File: src/hdl/bfa_pkg.sv
// package with shared types, constants and codes of the block allocator
`timescale 1ns / 1ps
`default_nettype none
package bfa_pkg;

	// default sizing of the block table and the block header
	localparam int MAX_BLOCKS_DEF   = 64;
	localparam int HEADER_BYTES_DEF = 24;

	// field widths
	localparam int ADDR_W   = 32;
	localparam int STATUS_W = 2;
	localparam int CFG_IDX_W = 2;

	// request operation codes
	typedef enum logic {
		MODE_ALLOC = 1'b0,
		MODE_FREE  = 1'b1
	} mode_t;

	// result status codes
	localparam logic [STATUS_W-1:0] STAT_DONE    = 2'd0;
	localparam logic [STATUS_W-1:0] STAT_FAIL    = 2'd1;
	localparam logic [STATUS_W-1:0] STAT_IGNORED = 2'd2;

	// configuration register indexes
	localparam logic [CFG_IDX_W-1:0] REG_HEAP_BASE  = 2'd0;
	localparam logic [CFG_IDX_W-1:0] REG_HEAP_BYTES = 2'd1;

	// one block table entry
	typedef struct packed {
		logic [ADDR_W-1:0] start;
		logic [ADDR_W-1:0] size;
		logic              free;
	} entry_t;

	// controller states
	typedef enum logic [1:0] {
		ST_IDLE,
		ST_DECIDE,
		ST_SCAN,
		ST_RESP
	} state_t;

endpackage
`default_nettype wire

File: src/hdl/bfa_if.sv
// handshake channel interfaces for requests, results and configuration
`timescale 1ns / 1ps
`default_nettype none
interface bfa_req_if;
	logic                      valid;
	logic                      ready;
	logic                      mode;
	logic [bfa_pkg::ADDR_W-1:0] request_size;
	logic [bfa_pkg::ADDR_W-1:0] free_address;

	modport source (output valid, mode, request_size, free_address, input ready);
	modport sink   (input valid, mode, request_size, free_address, output ready);
endinterface

interface bfa_rsp_if;
	logic                        valid;
	logic                        ready;
	logic [bfa_pkg::ADDR_W-1:0]   data_address;
	logic [bfa_pkg::STATUS_W-1:0] status;

	modport source (output valid, data_address, status, input ready);
	modport sink   (input valid, data_address, status, output ready);
endinterface

interface bfa_cfg_if;
	logic                         valid;
	logic                         ready;
	logic [bfa_pkg::CFG_IDX_W-1:0] index;
	logic [bfa_pkg::ADDR_W-1:0]    data;

	modport source (output valid, index, data, input ready);
	modport sink   (input valid, index, data, output ready);
endinterface
`default_nettype wire

File: src/hdl/bfa_table.sv
// block table memory with one write port and one registered read port
`timescale 1ns / 1ps
`default_nettype none
module bfa_table #(
	parameter int DEPTH = bfa_pkg::MAX_BLOCKS_DEF,
	parameter int IW    = (DEPTH > 1) ? $clog2(DEPTH) : 1
) (
	input  wire logic            clk,
	input  wire logic            wr_en,
	input  wire logic [IW-1:0]   wr_addr,
	input  wire bfa_pkg::entry_t wr_data,
	input  wire logic            rd_en,
	input  wire logic [IW-1:0]   rd_addr,
	output bfa_pkg::entry_t      rd_data
);

	bfa_pkg::entry_t mem [DEPTH];

	// write port
	always_ff @(posedge clk) begin
		if (wr_en) begin
			mem[wr_addr] <= wr_data;
		end
	end

	// read port, registered
	always_ff @(posedge clk) begin
		if (rd_en) begin
			rd_data <= mem[rd_addr];
		end
	end

endmodule
`default_nettype wire

File: src/hdl/bfa_ctrl.sv
// request sequencer: bump path, table scan and result register
`timescale 1ns / 1ps
`default_nettype none
module bfa_ctrl #(
	parameter int MAX_BLOCKS   = bfa_pkg::MAX_BLOCKS_DEF,
	parameter int HEADER_BYTES = bfa_pkg::HEADER_BYTES_DEF,
	parameter int IW           = (MAX_BLOCKS > 1) ? $clog2(MAX_BLOCKS) : 1
) (
	input  wire logic      clk,
	input  wire logic      arst_n,
	bfa_req_if.sink        req,
	bfa_rsp_if.source      rsp,
	bfa_cfg_if.sink        cfg,
	output bfa_pkg::entry_t tbl_wr_data,
	output logic           tbl_wr_en,
	output logic [IW-1:0]  tbl_wr_addr,
	output logic           tbl_rd_en,
	output logic [IW-1:0]  tbl_rd_addr,
	input  wire bfa_pkg::entry_t tbl_rd_data
);

	localparam int AW = bfa_pkg::ADDR_W;
	localparam int CW = $clog2(MAX_BLOCKS + 1);
	localparam logic [CW-1:0] MAX_CNT = CW'(MAX_BLOCKS);
	localparam logic [AW-1:0] HDR     = AW'(HEADER_BYTES);

	bfa_pkg::state_t state_q, state_d;

	// configuration and heap state
	logic [AW-1:0] base_q, bytes_q, nfa_q;
	logic [AW:0]   limit_q;
	logic [CW-1:0] count_q;

	// latched request
	logic            mode_q;
	logic [AW-1:0]   size_q, faddr_q;
	logic [AW+1:0]  end_q;

	// scan pointer and read pipeline
	logic [CW-1:0] scan_q;
	logic          pend_s1;
	logic [IW-1:0] idx_s1;

	// pending result and output register
	logic [AW-1:0]               res_addr_q, out_addr_q;
	logic [bfa_pkg::STATUS_W-1:0] res_st_q, out_st_q;
	logic                        out_valid_q;

	logic req_fire, cfg_fire, rsp_fire;
	logic bump_ok, in_range, hit_s1, last_s1;
	logic finish, do_bump, do_pop, scan_start;
	logic [AW-1:0]               res_addr_d;
	logic [bfa_pkg::STATUS_W-1:0] res_st_d;
	logic [AW-1:0]               rd_daddr;

	// a configuration write takes priority over a request in the same cycle
	assign req.ready = (state_q == bfa_pkg::ST_IDLE) && !cfg.valid;
	assign cfg.ready = (state_q == bfa_pkg::ST_IDLE);
	assign req_fire  = req.valid && req.ready;
	assign cfg_fire  = cfg.valid && cfg.ready;
	assign rsp_fire  = rsp.valid && rsp.ready;

	assign rsp.valid        = out_valid_q;
	assign rsp.data_address = out_addr_q;
	assign rsp.status       = out_st_q;

	// decisions on the latched request and the returned entry
	assign bump_ok  = (end_q <= {1'b0, limit_q}) && (count_q < MAX_CNT);
	assign in_range = (faddr_q >= base_q) && ({1'b0, faddr_q} <= limit_q);
	assign rd_daddr = tbl_rd_data.start + HDR;
	assign hit_s1   = pend_s1 && ((mode_q == bfa_pkg::MODE_ALLOC)
		? (tbl_rd_data.free && (tbl_rd_data.size >= size_q))
		: (rd_daddr == faddr_q));
	assign last_s1  = (CW'(idx_s1) == (count_q - CW'(1)));

	// state register
	always_ff @(posedge clk or negedge arst_n) begin
		if (!arst_n) begin
			state_q <= bfa_pkg::ST_IDLE;
		end else begin
			state_q <= state_d;
		end
	end

	// next state and table access
	always_comb begin
		state_d     = state_q;
		tbl_wr_en   = 1'b0;
		tbl_wr_addr = count_q[IW-1:0];
		tbl_wr_data = '{start: nfa_q, size: size_q, free: 1'b0};
		tbl_rd_en   = 1'b0;
		tbl_rd_addr = scan_q[IW-1:0];
		finish      = 1'b0;
		do_bump     = 1'b0;
		do_pop      = 1'b0;
		scan_start  = 1'b0;
		res_addr_d  = '0;
		res_st_d    = bfa_pkg::STAT_DONE;
		unique case (state_q)
			bfa_pkg::ST_IDLE: begin
				if (req_fire) begin
					state_d = bfa_pkg::ST_DECIDE;
				end
			end
			bfa_pkg::ST_DECIDE: begin
				if (mode_q == bfa_pkg::MODE_ALLOC) begin
					if (bump_ok) begin
						tbl_wr_en  = 1'b1;
						do_bump    = 1'b1;
						finish     = 1'b1;
						res_addr_d = nfa_q + HDR;
					end else begin
						scan_start = 1'b1;
					end
				end else if (in_range) begin
					scan_start = 1'b1;
				end else begin
					finish   = 1'b1;
					res_st_d = bfa_pkg::STAT_IGNORED;
				end
				if (scan_start) begin
					state_d = bfa_pkg::ST_SCAN;
				end
			end
			bfa_pkg::ST_SCAN: begin
				if (hit_s1) begin
					finish      = 1'b1;
					tbl_wr_addr = idx_s1;
					tbl_wr_data = tbl_rd_data;
					if (mode_q == bfa_pkg::MODE_ALLOC) begin
						tbl_wr_en        = 1'b1;
						tbl_wr_data.free = 1'b0;
						res_addr_d       = rd_daddr;
					end else if (last_s1) begin
						do_pop = 1'b1;
					end else begin
						tbl_wr_en        = 1'b1;
						tbl_wr_data.free = 1'b1;
					end
				end else if (scan_q >= count_q) begin
					finish   = 1'b1;
					res_st_d = (mode_q == bfa_pkg::MODE_ALLOC)
						? bfa_pkg::STAT_FAIL : bfa_pkg::STAT_IGNORED;
				end else begin
					tbl_rd_en = 1'b1;
				end
			end
			bfa_pkg::ST_RESP: begin
				if (!out_valid_q || rsp.ready) begin
					state_d = bfa_pkg::ST_IDLE;
				end
			end
			default: state_d = bfa_pkg::ST_IDLE;
		endcase
		if (finish) begin
			state_d = bfa_pkg::ST_RESP;
		end
	end

	// heap registers, rewound by a write to either configuration register
	always_ff @(posedge clk or negedge arst_n) begin
		if (!arst_n) begin
			base_q  <= '0;
			bytes_q <= '0;
			limit_q <= '0;
			nfa_q   <= '0;
			count_q <= '0;
		end else if (cfg_fire) begin
			if (cfg.index == bfa_pkg::REG_HEAP_BASE) begin
				base_q  <= cfg.data;
				limit_q <= {1'b0, cfg.data} + {1'b0, bytes_q};
				nfa_q   <= cfg.data;
				count_q <= '0;
			end else if (cfg.index == bfa_pkg::REG_HEAP_BYTES) begin
				bytes_q <= cfg.data;
				limit_q <= {1'b0, base_q} + {1'b0, cfg.data};
				nfa_q   <= base_q;
				count_q <= '0;
			end
		end else if (do_bump) begin
			nfa_q   <= end_q[AW-1:0];
			count_q <= count_q + CW'(1);
		end else if (do_pop) begin
			nfa_q   <= (count_q == CW'(1)) ? base_q : tbl_rd_data.start;
			count_q <= count_q - CW'(1);
		end
	end

	// request latch and bump end address
	always_ff @(posedge clk) begin
		if (req_fire) begin
			mode_q  <= req.mode;
			size_q  <= req.request_size;
			faddr_q <= req.free_address;
			end_q   <= {2'b00, nfa_q} + {2'b00, HDR} + {2'b00, req.request_size};
		end
	end

	// scan pointer and read pipeline
	always_ff @(posedge clk or negedge arst_n) begin
		if (!arst_n) begin
			scan_q  <= '0;
			pend_s1 <= 1'b0;
		end else if (scan_start) begin
			scan_q  <= '0;
			pend_s1 <= 1'b0;
		end else begin
			pend_s1 <= tbl_rd_en;
			if (tbl_rd_en) begin
				scan_q <= scan_q + CW'(1);
			end
		end
	end

	always_ff @(posedge clk) begin
		if (tbl_rd_en) begin
			idx_s1 <= tbl_rd_addr;
		end
	end

	// pending result
	always_ff @(posedge clk) begin
		if (finish) begin
			res_addr_q <= res_addr_d;
			res_st_q   <= res_st_d;
		end
	end

	// output register
	always_ff @(posedge clk or negedge arst_n) begin
		if (!arst_n) begin
			out_valid_q <= 1'b0;
		end else if (state_q == bfa_pkg::ST_RESP && (!out_valid_q || rsp.ready)) begin
			out_valid_q <= 1'b1;
		end else if (rsp_fire) begin
			out_valid_q <= 1'b0;
		end
	end

	always_ff @(posedge clk) begin
		if (state_q == bfa_pkg::ST_RESP && (!out_valid_q || rsp.ready)) begin
			out_addr_q <= res_addr_q;
			out_st_q   <= res_st_q;
		end
	end

	// the block count never exceeds the table
	a_count_bound: assert property (@(posedge clk) disable iff (!arst_n)
		count_q <= MAX_CNT)
		else $error("block count beyond table size");

	// a new result only follows a finished request
	a_result_source: assert property (@(posedge clk) disable iff (!arst_n)
		$rose(out_valid_q) |-> $past(state_q == bfa_pkg::ST_RESP))
		else $error("result shown without a finished request");

	// the table is written only while a request is decided or scanned
	a_write_window: assert property (@(posedge clk) disable iff (!arst_n)
		tbl_wr_en |-> (state_q == bfa_pkg::ST_DECIDE || state_q == bfa_pkg::ST_SCAN))
		else $error("table write outside request handling");

	// the count moves by one per request, or is cleared by a configuration write
	a_count_step: assert property (@(posedge clk) disable iff (!arst_n)
		!$past(cfg_fire) |-> (count_q == $past(count_q)
			|| count_q == $past(count_q) + CW'(1)
			|| count_q == $past(count_q) - CW'(1)))
		else $error("block count jumped");

	// no table read is left in flight when a request finishes
	a_scan_stop: assert property (@(posedge clk) disable iff (!arst_n)
		finish |-> !tbl_rd_en)
		else $error("table read issued on a finishing cycle");

endmodule
`default_nettype wire

File: src/hdl/bump_first_fit_block_allocator.sv
// Bump allocator with first-fit reuse over a block table of MAX_BLOCKS entries held in a
// single-port-read memory. Each request takes one transfer in and gives one result transfer
// out. An allocation that fits below heap_base + heap_bytes and finds room in the table is
// placed at the next free address without a table walk. Any other allocation, and every
// free whose address lies inside the heap, walks the table from entry 0 one entry per cycle
// through the memory read port. A free outside the heap is ignored without a walk.
// Requests are handled one at a time; a new request is taken while the previous result
// still waits in the output register. Writing either configuration register restarts the
// heap (empty table, next free address at heap_base). No clearing pass is needed after
// reset.
`timescale 1ns / 1ps
`default_nettype none
module bump_first_fit_block_allocator #(
	parameter int MAX_BLOCKS   = bfa_pkg::MAX_BLOCKS_DEF,
	parameter int HEADER_BYTES = bfa_pkg::HEADER_BYTES_DEF
) (
	input wire logic clk,
	input wire logic arst_n,
	bfa_req_if.sink   req,
	bfa_rsp_if.source rsp,
	bfa_cfg_if.sink   cfg
);

	localparam int IW = (MAX_BLOCKS > 1) ? $clog2(MAX_BLOCKS) : 1;

	bfa_pkg::entry_t tbl_wr_data, tbl_rd_data;
	logic            tbl_wr_en, tbl_rd_en;
	logic [IW-1:0]   tbl_wr_addr, tbl_rd_addr;

	// request sequencer
	bfa_ctrl #(
		.MAX_BLOCKS   (MAX_BLOCKS),
		.HEADER_BYTES (HEADER_BYTES),
		.IW           (IW)
	) u_ctrl (
		.clk         (clk),
		.arst_n      (arst_n),
		.req         (req),
		.rsp         (rsp),
		.cfg         (cfg),
		.tbl_wr_data (tbl_wr_data),
		.tbl_wr_en   (tbl_wr_en),
		.tbl_wr_addr (tbl_wr_addr),
		.tbl_rd_en   (tbl_rd_en),
		.tbl_rd_addr (tbl_rd_addr),
		.tbl_rd_data (tbl_rd_data)
	);

	// block table
	bfa_table #(
		.DEPTH (MAX_BLOCKS),
		.IW    (IW)
	) u_table (
		.clk     (clk),
		.wr_en   (tbl_wr_en),
		.wr_addr (tbl_wr_addr),
		.wr_data (tbl_wr_data),
		.rd_en   (tbl_rd_en),
		.rd_addr (tbl_rd_addr),
		.rd_data (tbl_rd_data)
	);

endmodule
`default_nettype wire
File: src/flat_wrapper.sv
// flat-port wrapper written by rule: the top's interface ports become plain ports
module bump_first_fit_block_allocator_flat 
#(
	parameter int MAX_BLOCKS   = bfa_pkg::MAX_BLOCKS_DEF,
	parameter int HEADER_BYTES = bfa_pkg::HEADER_BYTES_DEF
)
  (clk, arst_n, req_valid, req_mode, req_request_size, req_free_address, req_ready, rsp_valid, rsp_data_address, rsp_status, rsp_ready, cfg_valid, cfg_index, cfg_data, cfg_ready);
  bfa_req_if req_i ();
  bfa_rsp_if rsp_i ();
  bfa_cfg_if cfg_i ();
  input wire logic clk;
  input wire logic arst_n;
  input wire logic [$bits(req_i.valid)-1:0] req_valid;
  input wire logic [$bits(req_i.mode)-1:0] req_mode;
  input wire logic [$bits(req_i.request_size)-1:0] req_request_size;
  input wire logic [$bits(req_i.free_address)-1:0] req_free_address;
  output wire logic [$bits(req_i.ready)-1:0] req_ready;
  output wire logic [$bits(rsp_i.valid)-1:0] rsp_valid;
  output wire logic [$bits(rsp_i.data_address)-1:0] rsp_data_address;
  output wire logic [$bits(rsp_i.status)-1:0] rsp_status;
  input wire logic [$bits(rsp_i.ready)-1:0] rsp_ready;
  input wire logic [$bits(cfg_i.valid)-1:0] cfg_valid;
  input wire logic [$bits(cfg_i.index)-1:0] cfg_index;
  input wire logic [$bits(cfg_i.data)-1:0] cfg_data;
  output wire logic [$bits(cfg_i.ready)-1:0] cfg_ready;
  assign req_i.valid = req_valid;
  assign req_i.mode = req_mode;
  assign req_i.request_size = req_request_size;
  assign req_i.free_address = req_free_address;
  assign req_ready = req_i.ready;
  assign rsp_valid = rsp_i.valid;
  assign rsp_data_address = rsp_i.data_address;
  assign rsp_status = rsp_i.status;
  assign rsp_i.ready = rsp_ready;
  assign cfg_i.valid = cfg_valid;
  assign cfg_i.index = cfg_index;
  assign cfg_i.data = cfg_data;
  assign cfg_ready = cfg_i.ready;
  bump_first_fit_block_allocator #(.MAX_BLOCKS(MAX_BLOCKS), .HEADER_BYTES(HEADER_BYTES)) u_core (.clk(clk), .arst_n(arst_n), .req(req_i), .rsp(rsp_i), .cfg(cfg_i));
endmodule
File: config.mk
export PLATFORM = sky130hd
export DESIGN_NAME = bump_first_fit_block_allocator_flat
export DESIGN_NICKNAME = d
export VERILOG_FILES = /design/src/hdl/bfa_pkg.sv /design/src/hdl/bfa_if.sv /design/src/hdl/bfa_table.sv /design/src/hdl/bfa_ctrl.sv /design/src/hdl/bump_first_fit_block_allocator.sv /design/src/flat_wrapper.sv
export SDC_FILE = /design/constraint.sdc
export NUM_CORES = 2
export LEC_CHECK = 0
export CAP_MARGIN = 10
export CORE_ASPECT_RATIO = 1.4
export CORE_MARGIN = 5
export CORE_UTILIZATION = 57
export CTS_CLUSTER_DIAMETER = 200
export DETAILED_ROUTE_END_ITERATION = 12
export DONT_BUFFER_PORTS = 1
export PLACE_DENSITY = 0.71
export SLEW_MARGIN = 20
export SYNTH_ARGS = -nofsm -noshare
export SYNTH_HDL_FRONTEND = slang
export SYNTH_MEMORY_MAX_BITS = 65536
export SYNTH_SLANG_ARGS = --single-unit
File: constraint.sdc
create_clock -name clk -period 7.2 [get_ports clk]
set_input_delay 0.72 -clock clk [delete_from_list [all_inputs] [get_ports clk]]
set_output_delay 0.72 -clock clk [all_outputs]
set_load 0.03 [all_outputs]
; After elaboration in Yosys (flattened, before gate mapping)
; Memory sizes are Yosys's and may differ from the RTL's. A register that Yosys moved wholly into a read port is not among the register bits.
; Cells that the tools add are included.
[op_classes]
addsub = 9
n_lt_le_gt_ge = 6
n_eq_ne = 11
mux = 67
bitwise_logic = 1
n_reduce_logical = 24
[op_table]
columns = cell, n
row1 = $mux 32, 10
row2 = $mux 65, 2
row3 = $add 32x32->33, 2
row4 = $mux 33, 2
row5 = $add 32x5->32 const B, 2
row6 = $ge 32x32->1, 2
row7 = $pmux 32 s2, 1
row8 = $mux 7, 7
row9 = $add 33x32->34, 1
row10 = $le 34x33->1, 1
row11 = $add 32x5->33 const B, 1
row12 = $le 32x33->1, 1
row13 = $eq 32x32->1, 1
row14 = $mux 1, 30
row15 = $mux 2, 9
row16 = $add 7x1->7 const B, 2
row17 = $mux 6, 2
row18 = $logic_and 1x1->1, 9
row19 = $eq 6x7->1, 1
row20 = $eq 7x1->1 const B, 1
row21 = $ge 7x7->1, 1
row22 = $lt 7x7->1 const B, 1
row23 = $sub 7x1->7 const B, 1
row24 = $ne 3x1->1 const B, 2
row25 = 17 further kinds, 26
[word_totals]
register_bits = 320
ram_bits = 4160
wordCells = 137
mem_count = 1
[mem_list]
columns = name, words, width, read_ports, rd_clocked_by_memory_dff, write_ports, line
row1 = u_core.u_table.mem, 64, 65, 1, 1, 1, bfa_table.sv:17  ; bfa_pkg::entry_t mem [DEPTH];

; Longest topological paths before layout
[logic_depth]
depth_word = 9
depth_mapped = 17
depth_no_buf = 14

; Hierarchy
; A second synthesis with hierarchy kept.
[unflattened]
cells_unflattened = 8986
hier_area_um2 = 181394.0
[by_module_without_submodules]
columns = module, n_inst, cells_each, area_each_um2, seq_area_each_um2
row1 = bfa_table, 1, 6606, 158981.2, 126871.7
row2 = bfa_ctrl, 1, 2380, 22412.7, 8873.5

; Worst setup path after synthesis
; Ideal clock, no wire load.
[synth_path]
path_type = register -> register
startpoint = register, netlist name u_core.u_table.rd_data[36]
endpoint = memory u_core.u_table.mem[11][0] (netlist name) (enable)
setup_time_ns = 0.489
t_arrival_ns = 6.477
required_time_ns = 6.711
setup_slack_ns = 0.235
stages_incl_launch_ff = 17
n_path_buf = 4
period_less_slack_ns = 6.965
path_cell_list = edfxtp_1 > buf_4 > inv_1 > ha_1 > and3b_1 > buf_2 > nand4_1 > xor2_1 > o221ai_1 > or4_1 > or4_1 > o41ai_2 > buf_4 > nand2_2 > buf_4 > mux2_4 > nor2_1
[synth_via]
elab_chain_cells = 8
word_cells_on_any_way = 10
classes_between = add/sub (1) / eq/ne (1) / mux (7) / reduce/logical (1)
[synth_lines]
columns = element, line
row1 = $add 32x5->32 (*), bfa_ctrl.sv:70  ; assign rd_daddr = tbl_rd_data.start + HDR;
row2 = $eq 32x32->1 (*), bfa_ctrl.sv:73  ; : (rd_daddr == faddr_q));
row3 = $mux 1 (*), bfa_ctrl.sv:72  ; ? (tbl_rd_data.free && (tbl_rd_data.size >= size_q))
row4 = $logic_and 1x1->1 (*), bfa_ctrl.sv:71  ; assign hit_s1 = pend_s1 && ((mode_q == bfa_pkg::MODE_ALLOC)
row5 = $mux 1, bfa_ctrl.sv:126  ; if (hit_s1) begin
row6 = $pmux 1 s2, bfa_ctrl.sv:99  ; unique case (state_q)
row7 = $mux 1, bfa_table.sv:21  ; if (wr_en) begin
row8 = $mux 1 (implied by the code), bfa_table.sv:22  ; mem[wr_addr] <= wr_data;
row9 = "end, declared", bfa_table.sv:17
; Every way passes the cells marked *; elsewhere a longest branch is shown, timed or not.

; Worst setup path in the final report
[layout_path]
startpoint = register, netlist name u_core.u_table.rd_data[36]
endpoint = memory u_core.u_table.mem[33][17] (netlist name) (enable)
[layout_via]
elab_chain_cells = 8
word_cells_on_any_way = 10
classes_between = add/sub (1) / eq/ne (1) / mux (7) / reduce/logical (1)
[layout_lines]
columns = element, line
row1 = $add 32x5->32 (*), bfa_ctrl.sv:70
row2 = $eq 32x32->1 (*), bfa_ctrl.sv:73
row3 = $mux 1 (*), bfa_ctrl.sv:72
row4 = $logic_and 1x1->1 (*), bfa_ctrl.sv:71
row5 = $mux 1, bfa_ctrl.sv:126
row6 = $pmux 1 s2, bfa_ctrl.sv:99
row7 = $mux 1, bfa_table.sv:21
row8 = $mux 1 (implied by the code), bfa_table.sv:22
; Marks and branches as above.

==> impl_metrics.csv <==
group,metric,value,unit
run_status,status,"finished clean",
synthesis,yosysMostFrequentCell,"edfxtp_1",
finish,stdcell_area,203000,sq um
drt,via_per_inst,6.89,
finish,area_growth,11.7,%
sta,finalSetupViolCount,0,
clocking,htreeDepth,5,
synthesis,synth_area,182000,sq um
setup_path,startpoint_type,"flop",
setup_path,crit_type,"flop to flop",
drt,drc,0,
clocking,numCtsBuffers,411,
pwr,seqPwrFrac,0.449,
floorplan,start_util,0.572,
setup_path,cpMostUsedCell,"or4_1",
setup_path,end_kind,"flop",
sta,finClkSkew,0.0720,ns
setup_path,critPathBufInv,2,
pwr,finalPower,74.3,mW
setup_path,crit_path_top_delay_cell,"buf_4",
sta,slew-limit-headroom,0.221,
drt,finalWirelength,498,mm
pwr,netSwitchingFraction,0.301,
synthesis,syn_nets,8605,
pwr,p_leak,63.6,nW
synthesis,ys_types,90,
sta,rsz0062_at_grt,"no",
setup_path,critPathRequiredTime,7.71,ns
clocking,cts_tree,"done",
floorplan,core-area,318000,sq um
sta,fin_crit,6.92,ns
synthesis,netlist_top_cells_area,"edfxtp_1 (73%), mux4_2 (17%), dfrtp_1 (2.0%), ha_1 (1.7%), mux2_2 (0.79%)",
drt,wire_per_inst,37.6,um
clocking,insertion_delay,0.94,ns
clocking,clk_pin_slew,0.07,ns
clocking,clock-sinks,4545,
drt,vias,91260,
finish,final_core_util,0.639,
finish,nNetsFinal,8992,
global_routing,grt_pass1_vias,91397,
global_routing,grt_max_degree,148,
drt,antenna_left,0,
placed_design,dpl-instance-area,189000,sq um
sta,slew_viol_final,0,
floorplan,die_area,331000,sq um
finish,drive_above_1_share,0.278,
sta,worst_pin_slew,1.15,ns
synthesis,ys_ff_latch,4545,
sta,fmax,145,MHz
synthesis,synth_seq_area_share,0.746,
synthesis,synth_top_area_share,0.725,
floorplan,rows,245,
sta,finalSetupTns,0,ns
synthesis,netlist_instances,8257,
floorplan,io_pins,141,
pwr,power_density,365,nW/um^2
synthesis,synth_common_cells,"edfxtp_1 (4398), mux4_2 (1365), clkbuf_1 (275), ha_1 (242), nor2_1 (185)",
floorplan,die_h,679,um
placed_design,gp_congestion,0.948,
placed_design,dp_hpwl,300,mm
global_routing,grt_use_total,0.301,
synthesis,avgSynthCellArea,22.1,sq um
global_routing,grt_overflow,0,
sta,post-route-period-util,0.961,
clocking,cts_max_path_buffers,4,
floorplan,chipWidth,488,um
min_path,hold_path.class,"input port to flop",
global_routing,grt_antenna_before_repair,72,
setup_path,crit_fanout,43,
drt,drt_pass1_iterations,8,
synthesis,synth_edf_count,4398,
flow_run,cap_violations,0,
synthesis,async_reset_ff_frac,0.0323,
sta,hold_viol,0,
pwr,ir_drop,335,uV
synthesis,ys.flop_type,"edfxtp_1",
setup_path,worstPathCellList,"inv_1 -> ha_1 -> nand3b_1 -> nor4_2 -> o211a_1 -> o2111ai_1 -> or4_1 -> or4_1 -> o41ai_4 -> nand2_8 -> mux2_4 -> nor2_4 -> buf_4",
synthesis,synth_top_cell_by_area,"edfxtp_1",
setup_path,max_stage_delay,0.83,ns
clocking,cts_resized,0,
drt,drtIter0Drc,13025,
global_routing,grt_pass1_wl,701,mm
placed_design,port_buffers,0,
synthesis,ys_warn_count,0,
pwr,intPower,51.9,mW
setup_path,crit_family,"simple AND/OR/NAND/NOR gates",
pwr,comb_power_share,0.260,
clocking,ctsRootBufferMaster,"clkbuf_16",
pwr,p_sw,22.4,mW
pwr,clkPwrFrac,0.291,
setup_path,critPathArrivalTime,7.43,ns
-- worst min-delay path, cell delays in order --
cell and delay, ns:
ha_1 0.12, nand2_1 0.06, nand2_1 0.07
-- cell type report --
cell class                 count  area (sq um)
sequential                  4545        136000
fill                       20488        115000
multi-input combinational   3143         44800
clock buffer                 499         10800
tap                         4199          5250
timing repair buffer         388          3730
clock inverter               234          2210
inverter                     155           584
antenna                       84           210
-- what timing repair did --
action                                 4_1_cts  5_1_grt
endpoints found under the hold margin      279        0
setup buffers                                0        0
hold buffers                               100        0
-- per-stage QoR --
| stage | worst slack, ns | hold slack, ns | instances |
|---|---|---|---|
| global route | 0.142 | 0.0769 | 13231 |
| global placement | 0.206 | 0.430 | 12329 |
| CTS | 0.351 | 0.0265 | 13163 |
| finish | 0.283 | 0.0872 | 13247 |
| detailed placement | 0.371 | 0.433 | 12330 |
| floorplan | 0.235 | 0.400 | 8257 |
-- final timing paths --
check                                              from  cells past startpoint                                  to  slack [ns]
min reg2reg                u_core.u_ctrl.res_addr_q[31]                      0  u_core.u_ctrl.rsp.data_address[31]        0.46
max                          u_core.u_table.rd_data[36]                     13          u_core.u_table.mem[33][17]        0.28
min in group asynchronous                        arst_n                      2           u_core.u_ctrl.bytes_q[19]        0.51
max in group asynchronous                        arst_n                      2             u_core.u_ctrl.scan_q[5]        5.86
max reg2reg                  u_core.u_table.rd_data[36]                     13          u_core.u_table.mem[33][17]        0.28
min                                         cfg_data[0]                      3            u_core.u_ctrl.limit_q[0]        0.09
-- power by group through the flow --
| stage | Combinational [mW] | Sequential [mW] | Clock [mW] |
|---|---|---|---|
| CTS | 19.3 | 33.3 | 21.8 |
| global placement | 18.8 | 33.8 | 0 |
| floorplan | 12.6 | 33.3 | 0 |
| global route | 20.4 | 33.4 | 22.9 |
| finish | 19.3 | 33.4 | 21.6 |
| detailed placement | 19.1 | 33.9 | 0 |
-- kinds of logic (layout without fill, tap and decap cells) --
| group | Yosys count | after routing | synth area share |
|---|---|---|---|
| DFF | 4545 | 4545 | 0.746 |
| muxes | 1538 | 1538 | 0.180 |
| and+or+nand+nor | 702 | 702 | 0.0188 |
| buffers and inverters | 569 | 1276 | 0.0123 |
| AOI/OAI and AO/OA | 516 | 516 | 0.0192 |
| adders and majority gates | 244 | 244 | 0.0168 |
| xor gates and xnor gates | 143 | 143 | 0.00731 |
| other | 0 | 84 | 0 |
-- layer usage --
layer / share of wire / vias to the layer above / GRT usage
met4: 0.055 / 30 / 0.140
met1: 0.35 / 48605 / 0.398
met3: 0.10 / 1098 / 0.0611
met5: 0.00041 / - / 0
met2: 0.50 / 5782 / 0.490
li1: - / 35745 / -
-- registers in the layout (all words and copies together) (netlist names), 2 cells and up --
signal,flops
u_core.u_ctrl.bytes_q,32
u_core.u_ctrl.base_q,32
u_core.u_ctrl.count_q,7
u_core.u_ctrl.res_addr_q,32
u_core.u_ctrl.state_q,2
u_core.u_ctrl.rsp.status,2
u_core.u_ctrl.idx_s1,6
u_core.u_ctrl.res_st_q,2
u_core.u_ctrl.rsp.data_address,32
u_core.u_ctrl.scan_q,7
u_core.u_ctrl.size_q,32
u_core.u_ctrl.faddr_q,32
u_core.u_ctrl.end_q,34
u_core.u_table.rd_data,65
u_core.u_ctrl.limit_q,33
u_core.u_ctrl.nfa_q,32
u_core.u_table.mem,4160
-- cells in the final DEF (no fill, tap or decap), types with 21 or more instances in the layout --
master	synthesis	layout
edfxtp_1	4398	4398
mux4_2	1365	1365
clkbuf_16	0	418
buf_4	6	243
ha_1	242	242
nand2_1	178	178
inv_1	154	153
dfrtp_1	147	141
mux2_2	127	125
nor2_1	185	117
o21ai_0	122	114
nand3_1	108	108
dlygate4sd3_1	0	99
a21oi_1	96	95
clkinv_1	1	90
diode_2	0	84
xnor2_1	81	81
clkbuf_1	275	78
o211ai_1	72	72
clkinv_2	0	72
nor2_4	0	67
xor2_1	56	56
a21o_1	54	54
nand4_1	50	50
buf_12	0	44
bufinv_16	0	39
o32a_1	30	30
nor3_1	26	26
mux2_4	22	24
and3_1	23	23
nand2b_1	23	22
a211oi_1	22	21
Power figures use the tool's default switching activity.
